[config.mk]
export PLATFORM = sky130hd
export DESIGN_NAME = dynamic_swing_level_tracker
export DESIGN_NICKNAME = d
export VERILOG_FILES = /design/src/hw/rtl/dslt_pkg.sv /design/src/hw/rtl/dynamic_swing_level_tracker.sv /design/src/hw/rtl/dslt_level_calc.sv
export VERILOG_INCLUDE_DIRS = /design/src /design/src/hw/rtl
export SDC_FILE = /design/constraint.sdc
export NUM_CORES = 1
export LEC_CHECK = 0
export BUFFER_PORTS_ARGS = -buffer_cell sky130_fd_sc_hd__buf_2
export CORE_ASPECT_RATIO = 2
export CORE_MARGIN = 4
export CORE_UTILIZATION = 53
export DETAILED_ROUTE_END_ITERATION = 8
export GPL_ROUTABILITY_DRIVEN = 0
export PLACE_DENSITY = 0.9
export SYNTH_ARGS = -nofsm -noshare
export SYNTH_HDL_FRONTEND = slang
export SYNTH_SLANG_ARGS = --single-unit
[constraint.sdc]
create_clock -name clk_i -period 7.9 [get_ports clk_i]
set_clock_uncertainty 0.1 [all_clocks]
set_input_delay 0.79 -clock clk_i [delete_from_list [all_inputs] [get_ports clk_i]]
set_output_delay 0.79 -clock clk_i [all_outputs]
set_load 0.1 [all_outputs]
[src/hw/rtl/assert_macros.svh]
// Assertion macros used by the RTL of the swing level tracker.
// Define ASSERT_OFF to compile every check away.
`ifndef ASSERT_MACROS_SVH
`define ASSERT_MACROS_SVH

`ifndef ASSERT_OFF

// Clocked check, idle while reset is asserted (active-low reset).
`define ASSERT_CLK(lbl, clk, rst_n, prop, msg) \
  lbl: assert property (@(posedge clk) disable iff (!rst_n) prop) else $error(msg);

// Clocked check that also holds during reset.
`define ASSERT_ALWAYS(lbl, clk, prop, msg) \
  lbl: assert property (@(posedge clk) prop) else $error(msg);

`else

`define ASSERT_CLK(lbl, clk, rst_n, prop, msg)
`define ASSERT_ALWAYS(lbl, clk, prop, msg)

`endif

`endif

[src/hw/rtl/dslt_pkg.sv]
// Package for the dynamic swing level tracker: beat types, register
// indexes and the threshold tables. No dependencies.
package dslt_pkg;

  // Input beat: one amplitude and one phase sample.
  typedef struct packed {
    logic [7:0] amp_sample;
    logic [7:0] phase_sample;
  } dslt_in_t;

  // Result beat: three indicator codes.
  typedef struct packed {
    logic [3:0] amp_level;
    logic [4:0] phase_level;
    logic [3:0] swing_level;
  } dslt_out_t;

  // Register indexes (byte address bit 2 selects the register).
  typedef enum logic {
    REG_AMP_BASELINE   = 1'b0,
    REG_PHASE_BASELINE = 1'b1
  } dslt_reg_e;

  localparam int unsigned ApbAddrW = 3;
  localparam int unsigned ApbDataW = 32;

  // Signed deviation width: covers -255..255 and the threshold offsets.
  localparam int unsigned DevW = 10;

  // Upper thresholds for phase and peak swing, farthest first.
  localparam logic signed [DevW-1:0] STEP_T [8] = '{
    10'sd92, 10'sd81, 10'sd70, 10'sd59, 10'sd48, 10'sd37, 10'sd26, 10'sd15
  };
  // Amplitude upper thresholds, farthest first.
  localparam logic signed [DevW-1:0] AMP_UP_T [7] = '{
    10'sd92, 10'sd81, 10'sd70, 10'sd59, 10'sd48, 10'sd37, 10'sd26
  };
  // Amplitude lower thresholds, nearest first (below the near band).
  localparam logic signed [DevW-1:0] AMP_DN_T [5] = '{
    10'sd37, 10'sd48, 10'sd59, 10'sd70, 10'sd81
  };
  localparam logic signed [DevW-1:0] AMP_NEAR_T = 10'sd26;
  // Trough thresholds, nearest first.
  localparam logic signed [DevW-1:0] LOW_T [8] = '{
    10'sd5, 10'sd15, 10'sd26, 10'sd37, 10'sd48, 10'sd59, 10'sd70, 10'sd81
  };

endpackage

[src/hw/rtl/dynamic_swing_level_tracker.sv]
// Dynamic swing level tracker top level: input register, peak state,
// level coding and result register. Depends on dslt_pkg, dslt_level_calc.
// Flow: a beat is taken into the input register, then coded into the result
// register and shown on out_data_o. One beat per cycle unless out_stall_i
// holds the pipeline; peak and trough update from their own registers per beat.
// Reset (async, active low) clears both baselines, peak and trough to zero
// and empties the pipeline; no clearing pass is needed.
`include "assert_macros.svh"
module dynamic_swing_level_tracker import dslt_pkg::*; (
  input  logic                clk_i,
  input  logic                rst_ni,
  // input channel
  input  logic                in_valid_i,
  output logic                in_stall_o,
  input  dslt_in_t            in_data_i,
  // result channel
  output logic                out_valid_o,
  input  logic                out_stall_i,
  output dslt_out_t           out_data_o,
  // configuration port
  input  logic                psel,
  input  logic                penable,
  input  logic                pwrite,
  input  logic [ApbAddrW-1:0] paddr,
  input  logic [ApbDataW-1:0] pwdata,
  output logic [ApbDataW-1:0] prdata,
  output logic                pready
);

  logic [7:0] amp_baseline_q, phase_baseline_q;
  logic [7:0] peak_high_q, peak_low_q, peak_high_d, peak_low_d;
  logic       s1_valid_q, out_valid_q;
  dslt_in_t   s1_data_q;
  dslt_out_t  out_q, result_d;
  logic       out_free, s1_fire, in_fire, cfg_wr;
  dslt_reg_e  reg_sel;

  // Configuration registers
  assign pready  = 1'b1;
  assign reg_sel = dslt_reg_e'(paddr[2]);
  assign cfg_wr  = psel & penable & pwrite;

  always_ff @(posedge clk_i or negedge rst_ni) begin
    if (!rst_ni) begin
      amp_baseline_q   <= '0;
      phase_baseline_q <= '0;
    end else if (cfg_wr) begin
      case (reg_sel)
        REG_AMP_BASELINE:   amp_baseline_q   <= pwdata[7:0];
        REG_PHASE_BASELINE: phase_baseline_q <= pwdata[7:0];
        default: ;
      endcase
    end
  end

  always_comb begin
    case (reg_sel)
      REG_AMP_BASELINE:   prdata = {{(ApbDataW-8){1'b0}}, amp_baseline_q};
      REG_PHASE_BASELINE: prdata = {{(ApbDataW-8){1'b0}}, phase_baseline_q};
      default:            prdata = '0;
    endcase
  end

  // Pipeline flow control
  assign out_free   = !out_valid_q || !out_stall_i;
  assign s1_fire    = s1_valid_q && out_free;
  assign in_stall_o = s1_valid_q && !out_free;
  assign in_fire    = in_valid_i && !in_stall_o;

  dslt_level_calc u_calc (
    .sample_i     (s1_data_q),
    .amp_base_i   (amp_baseline_q),
    .phase_base_i (phase_baseline_q),
    .peak_high_i  (peak_high_q),
    .peak_low_i   (peak_low_q),
    .peak_high_o  (peak_high_d),
    .peak_low_o   (peak_low_d),
    .result_o     (result_d)
  );

  // Control and state
  always_ff @(posedge clk_i or negedge rst_ni) begin
    if (!rst_ni) begin
      s1_valid_q  <= 1'b0;
      out_valid_q <= 1'b0;
      peak_high_q <= '0;
      peak_low_q  <= '0;
    end else begin
      if (out_free) out_valid_q <= s1_valid_q;
      if (!in_stall_o) s1_valid_q <= in_valid_i;
      if (s1_fire) begin
        peak_high_q <= peak_high_d;
        peak_low_q  <= peak_low_d;
      end
    end
  end

  // Payload registers
  always_ff @(posedge clk_i) begin
    if (in_fire) s1_data_q <= in_data_i;
    if (s1_fire) out_q <= result_d;
  end

  assign out_valid_o = out_valid_q;
  assign out_data_o  = out_q;

  // Checks
  `ASSERT_CLK(a_clamp, clk_i, rst_ni,
    s1_fire |=> (peak_high_q >= $past(amp_baseline_q)) && (peak_low_q <= $past(amp_baseline_q)),
    "peak or trough not clamped to baseline")
  `ASSERT_CLK(a_fire_out, clk_i, rst_ni, s1_fire |=> out_valid_q,
    "processed beat lost before result register")
  `ASSERT_CLK(a_stall_src, clk_i, rst_ni,
    in_stall_o |-> (s1_valid_q && out_valid_q && out_stall_i),
    "input stalled without a full pipeline")
  `ASSERT_CLK(a_ranges, clk_i, rst_ni,
    out_valid_q |-> (out_q.amp_level <= 4'd14) && (out_q.phase_level <= 5'd16) &&
      (out_q.swing_level <= 4'd8),
    "result code out of range")
  `ASSERT_ALWAYS(a_rst_empty, clk_i, !rst_ni |-> (!out_valid_o && !in_stall_o),
    "pipeline not empty in reset")

endmodule

[src/hw/rtl/dslt_level_calc.sv]
// Peak/trough update and level coding for one sample beat.
// Purely combinational; depends on dslt_pkg.
module dslt_level_calc import dslt_pkg::*; (
  input  dslt_in_t   sample_i,
  input  logic [7:0] amp_base_i,
  input  logic [7:0] phase_base_i,
  input  logic [7:0] peak_high_i,
  input  logic [7:0] peak_low_i,
  output logic [7:0] peak_high_o,
  output logic [7:0] peak_low_o,
  output dslt_out_t  result_o
);

  logic [7:0]            amp, hi_n, lo_n, hi_dec, lo_inc;
  logic                  decay;
  logic signed [DevW-1:0] amp_dev, ph_dev, hi_dev, lo_dev;

  assign amp = sample_i.amp_sample;

  // Saturating one-step decay toward the baseline
  assign hi_dec = (peak_high_i != 8'd0)   ? peak_high_i - 8'd1 : peak_high_i;
  assign lo_inc = (peak_low_i  != 8'hff)  ? peak_low_i + 8'd1  : peak_low_i;

  // Follow a new extreme, otherwise decay both
  always_comb begin
    hi_n  = peak_high_i;
    lo_n  = peak_low_i;
    decay = 1'b0;
    if (amp >= amp_base_i) begin
      if (amp >= peak_high_i) hi_n = amp;
      else decay = 1'b1;
    end else begin
      if (amp < peak_low_i) lo_n = amp;
      else decay = 1'b1;
    end
    if (decay) begin
      hi_n = hi_dec;
      lo_n = lo_inc;
    end
    // clamp both to the baseline
    if (hi_n < amp_base_i) hi_n = amp_base_i;
    if (lo_n > amp_base_i) lo_n = amp_base_i;
  end

  assign peak_high_o = hi_n;
  assign peak_low_o  = lo_n;

  // Signed deviations from the baselines
  assign amp_dev = $signed({2'b00, amp}) - $signed({2'b00, amp_base_i});
  assign ph_dev  = $signed({2'b00, sample_i.phase_sample}) - $signed({2'b00, phase_base_i});
  assign hi_dev  = $signed({2'b00, hi_n}) - $signed({2'b00, amp_base_i});
  assign lo_dev  = $signed({2'b00, amp_base_i}) - $signed({2'b00, lo_n});

  // Priority coders: later assignments win, so the tests run from lowest
  // to highest priority.
  always_comb begin
    logic [3:0] amp_code;
    logic [4:0] ph_code;
    logic [3:0] sw_code;

    // amplitude
    amp_code = 4'd1;
    for (int i = 4; i >= 0; i--) begin
      if (amp_dev > -AMP_DN_T[i]) amp_code = 4'(6 - i);
    end
    if (amp_dev > -AMP_NEAR_T) amp_code = 4'd7;
    if (amp_dev > 10'sd0) amp_code = 4'd0;
    for (int i = 6; i >= 0; i--) begin
      if (amp_dev > AMP_UP_T[i]) amp_code = 4'(14 - i);
    end

    // phase
    ph_code = 5'd1;
    for (int i = 6; i >= 0; i--) begin
      if (ph_dev > -STEP_T[7 - i]) ph_code = 5'(8 - i);
    end
    if (ph_dev > 10'sd0) ph_code = 5'd0;
    for (int i = 7; i >= 0; i--) begin
      if (ph_dev > STEP_T[i]) ph_code = 5'(16 - i);
    end

    // swing from the larger excursion
    if (lo_dev < hi_dev) begin
      sw_code = 4'd0;
      for (int i = 7; i >= 0; i--) begin
        if (hi_dev > STEP_T[i]) sw_code = 4'(8 - i);
      end
    end else begin
      sw_code = 4'd8;
      for (int i = 7; i >= 0; i--) begin
        if (-lo_dev > -LOW_T[i]) sw_code = 4'(i);
      end
    end

    result_o.amp_level   = amp_code;
    result_o.phase_level = ph_code;
    result_o.swing_level = sw_code;
  end

endmodule

* Word level (Yosys, flattened, before mapping)
Cells that the tools add are included.
** Storage, ports and cells
- Register bits :: 63
- Bits of input ports :: 58
** Operators by class
- Muxes and demuxes :: 59
- Add/sub/neg operators :: 7
- Equal/unequal tests :: 1
- Order comparisons :: 52
- Reduce and logical (&&, ||, !) cells :: 13
- Bitwise logic cells :: 3
** Operators by type and width (count)
- $gt 10x7->1 const B :: 18
- $gt 10x8->1 const B :: 15
- $mux 8 :: 10
- $mux 4 :: 19
- $pmux 32 s2 :: 1
- $gt 10x6->1 const B :: 6
- $mux 3 :: 17
- $gt 10x5->1 const B :: 4
- $sub 8x8->9 :: 4
- $gt 10x1->1 const B :: 2
- $ge 8x8->1 :: 2
- $lt 8x8->1 :: 2
- $mux 2 :: 8
- $gt 10x4->1 const B :: 1
- $lt 10x10->1 :: 1
- $neg 10->10 :: 1
- $add 8x1->8 const B :: 1
- $gt 8x8->1 :: 1
- $ne 8x8->1 const B :: 1
- $reduce_bool 8->1 :: 1
- $sub 8x1->8 const B :: 1
- $reduce_or 7->1 :: 1
- $logic_not 1->1 :: 4
- $mux 1 :: 4
- 6 further kinds :: 10

* Longest topological paths before layout
- Word-level depth :: 18
- Depth in mapped cells :: 38
- Gate-level depth less buffers :: 35

* By module
Synthesis repeated with hierarchy kept, for this count alone.
** Second synthesis, totals
- Cell total of the unflattened synthesis :: 839
- Area, all modules :: 7257.0 um^2
** Modules (own cells, without submodules)
- dslt_level_calc :: instances 1, area each 4739.5 um^2, cells each 699
- dynamic_swing_level_tracker :: instances 1, area each 2517.4 um^2, cells each 140

* Worst setup path before layout
Ideal clock, no wire load.
- Kind :: register to register
- From :: register amp_baseline_q[3]
- To :: register out_q (netlist bit out_data_o[1]) (data pin)
- Setup time :: 0.153 ns
- Data arrival time :: 7.262 ns
- Slack :: 0.385 ns
- Cell stages (with the launch flop) :: 35
- Buffers on the path :: 4
- Clock period less this slack :: 7.515 ns
- Cells stage by stage :: dfrtp_1 -> clkbuf_1 -> inv_1 -> ha_1 -> nand3_1 -> o311a_1 -> nor2_1 -> nor2_1 -> mux2i_1 -> o21ai_0 -> ha_1 -> nor2b_1 -> o211ai_1 -> a211oi_1 -> nor2_1 -> clkbuf_1 -> clkbuf_1 -> nor2_1 -> a21oi_1 -> ha_1 -> a21o_1 -> a21o_1 -> a32oi_1 -> o31ai_2 -> or3_4 -> and2_4 -> buf_6 -> inv_1 -> ha_1 -> a21oi_1 -> o21ai_0 -> o211ai_1 -> a22o_1 -> or4_4 -> o22ai_1
** RTL lines
- from (decl) :: line dynamic_swing_level_tracker.sv:30 : logic [7:0] amp_baseline_q, phase_baseline_q;
- from (signal assigned) :: line dynamic_swing_level_tracker.sv:49 : REG_AMP_BASELINE: amp_baseline_q <= pwdata[7:0];
- to (signal assigned) :: line dynamic_swing_level_tracker.sv:101 : if (s1_fire) out_q <= result_d;
- to (decl) :: line dynamic_swing_level_tracker.sv:34 : dslt_out_t out_q, result_d;

==> results by group <==
Global route
  • GR Layer Usage met3: 0.0703
  • Grt peak-use layer: met2
  • Overflow after GRT: 0
  • Initial antenna violation count: 0
  • First-pass GRT wire length: 35200 µm
  • Met2 GRT Util: 0.545
  • Met1 usage: 0.286
  • Largest net degree at the start of global routing: 35
  • GRT Util Overall: 0.305
  • Vias in the first global route: ~7k

Logic synthesis
  • Post-synthesis async set-or-reset flop share: 0.540
  • Top FF cell, synth: dfrtp_1
  • Post-Syn Area per Cell: 8.38 µm²
  • Yosys warns: 0
  • Synth Cell Area: 7000 µm²
  • Number of synthesized flops with an enable pin: 29
  • Cells after Synth: around 840
  • FF+latch count, synth: 63
  • Sequential share of the synthesized area: 0.246
  • Synth cell types: 85

Status
  • Status: completed

Floorplanning
  • Die W: 89.2 µm
  • I/O pins: 106
  • Die H: about 170 µm
  • Initial core utilization: 0.538
  • Row count: 59
  • Core area: around 13000 µm²
  • Die area: ~15000 µm²

Drt
  • Drt via density: 6.73
  • DRT iter0 DRCs: ~800
  • Drt pass-1 iters: 8
  • Routed WL: 23900 µm
  • Post-route ant nets: 0
  • Drt wl/cell: roughly 22 µm
  • Total number of vias: between 7k and 8k
  • # DRC: 0

CTS
  • Total CTS buffers: 9
  • Root Driver: clkbuf_16
  • Clock net sink count: 63
  • CTS tree: done
  • Hold_buf cts: 0
  • Clock transition at path regs: roughly 0.060 ns
  • Clk Latency, worst-skew pair: 0.35 ns
  • Max clock buf depth: 2
  • H-tree depth: 3

Placed design
  • Placed cells: 1058
  • Final HPWL DP: 16600 µm
  • Port bufs: 54
  • DP Area: 7550 µm²

Flow run
  • Max-cap violations: 0

Setup path
  • R2R depth: 30
  • Required @ worst endpoint: around 7.9 ns
  • CP startpoint kind: flip-flop
  • Crit path top cell by count: ha_1
  • R2r endpoint: out_data_o[0]$_DFFE_PP_
  • Worst EP arrival: approximately 8 ns
  • CP Capture Type: flip-flop
  • WS Path Type: flip-flop to flip-flop
  • Worst R2R Start: amp_baseline_q[0]$_DFFE_PN0P_
  • Slowest cell on the critical path: a21oi_1
  • Setup slack, reg-to-reg: around 0.047 ns
  • Max stage delay on crit path: roughly 0.69 ns
  • Worst-path maximum fanout: 6

Hold path
  • Hold Path Stages: 1
  • Min-Delay Startpoint: s1_valid_q$_DFFE_PN0N_
  • Hold EP: out_valid_o$_DFFE_PN0N_
  • Worst Hold Class: flip-flop to flip-flop

STA
  • Setup tns final: 0 ns
  • Post-layout min period: 7.85 ns
  • Final period utilization: 0.994
  • Max_slew headroom: 0.278
  • Slew @ Worst Pin: 1.08 ns
  • Fmax: 127 MHz
  • Slew Viols, Final: 0
  • Final setup viols: 0
  • Hold Violations, Final: 0

Finish
  • Layout area overhead: 14.0%
  • Layout cells sized above 1: 0.194
  • Most frequent cells in the layout: 83 x nand2_1, 69 x ha_1, 64 x a21oi_1
  • Fillers: 993
  • # diodes: 0
  • Cell Count, Final, Fillers Out: 1082
  • Commonest non-fill, non-tap cell in the layout: nand2_1
  • Fin nets: 1057
  • Finished Cell Area: between 7000 and 8000 µm²
==> sequential cells by signal, summed over array words and instances, names as in the netlist <==
register          cells
s1_valid_q            1
out_data_o           13
s1_data_q            16
amp_baseline_q        8
peak_high_q           8
peak_low_q            8
phase_baseline_q      8
out_valid_o           1
==> through the flow <==
stage,hold slack [ns],worst slack [ns],utilization
after floorplan,0.357,0.385,-
after global placement,0.369,0.536,0.581
after detailed placement,0.407,0.358,0.581
after CTS,0.404,0.278,0.605
after global routing,0.439,-0.333,0.614
final,0.407,0.0466,0.614
==> repair_timing <==
item | CTS | global route
endpoints found under the setup margin | 0 | 4
gates resized for setup | 0 | 16
buffers inserted | 0 | 8
endpoints found under the hold margin | 0 | 0
==> Yosys cell counts (all sizes together), types with 12 or more instances <==
| library cell | instances | area, µm² |
|---|---|---|
| xnor2 | 27 | 236 |
| edfxtp | 29 | 871 |
| clkbuf | 12 | 45.0 |
| o21bai | 12 | 90.1 |
| nor2 | 50 | 195 |
| inv | 54 | 203 |
| ha | 70 | 876 |
| mux2 | 24 | 274 |
| nor3 | 17 | 85.1 |
| o21ai | 72 | 375 |
| nand4 | 12 | 81.3 |
| buf | 30 | 220 |
| nand2b | 16 | 100 |
| nand2 | 83 | 312 |
| dfrtp | 34 | 851 |
| a21oi | 69 | 353 |
| nand3 | 27 | 140 |
| o22ai | 13 | 95.1 |
| a21o | 23 | 173 |
==> cells by family (layout without fill, tap and decap cells) <==
logic type,after synthesis,after routing,share of synthesized area
mux,35,35,0.0567
other cells,2,25,0.00107
buf+inv,96,168,0.0669
flops,63,63,0.246
fa+ha+maj,75,75,0.138
compound gates,270,270,0.260
simple gates,256,256,0.182
xor+xnor,38,38,0.0487
==> how the worst max path moves through the flow <==
stage / startpoint / to
floorplan: amp_baseline_q[3]$_DFFE_PN0P_ / out_data_o[1]$_DFFE_PP_
global placement: amp_baseline_q[6]$_DFFE_PN0P_ / out_data_o[1]$_DFFE_PP_
detailed placement: amp_baseline_q[6]$_DFFE_PN0P_ / out_data_o[2]$_DFFE_PP_
CTS: amp_baseline_q[6]$_DFFE_PN0P_ / out_data_o[2]$_DFFE_PP_
global route: s1_data_q[11]$_DFFE_PP_ / out_data_o[1]$_DFFE_PP_
finish: amp_baseline_q[0]$_DFFE_PN0P_ / out_data_o[0]$_DFFE_PP_
==> per-layer routing <==
layer | wire [µm] | vias to the layer above | part of all wire
li1 | - | 3245 | -
met1 | 7260 | 3344 | 0.30
met3 | 2080 | 208 | 0.087
met5 | 0 | - | 0
met4 | 2630 | 0 | 0.11
met2 | 11900 | 480 | 0.50
==> layout make-up <==
cell class | count | area [µm²] | share of cell area
repair buffers | 98 | 601 | 0.0753
multi-input cells | 699 | 4940 | 0.619
clock buffers | 12 | 289 | 0.0362
clock inverters | 4 | 30.0 | 0.00376
flip-flops and latches | 63 | 1720 | 0.216
well taps | 152 | 190 | 0.0238
inverters | 54 | 203 | 0.0254
==> worst max-delay path: cells and delay by family (launching register included) <==
kind                       cells  cell delay, ns
AOI/OAI and AO/OA             13            3.57
muxes                          2            0.61
and+or+nand+nor                9            1.25
DFF                            1            0.48
adders and majority gates      4            1.35
buffers and inverters          2            0.22
Power is not shown: default switching activity piles up to over one toggle a cycle in this logic, so the estimate is an artifact.
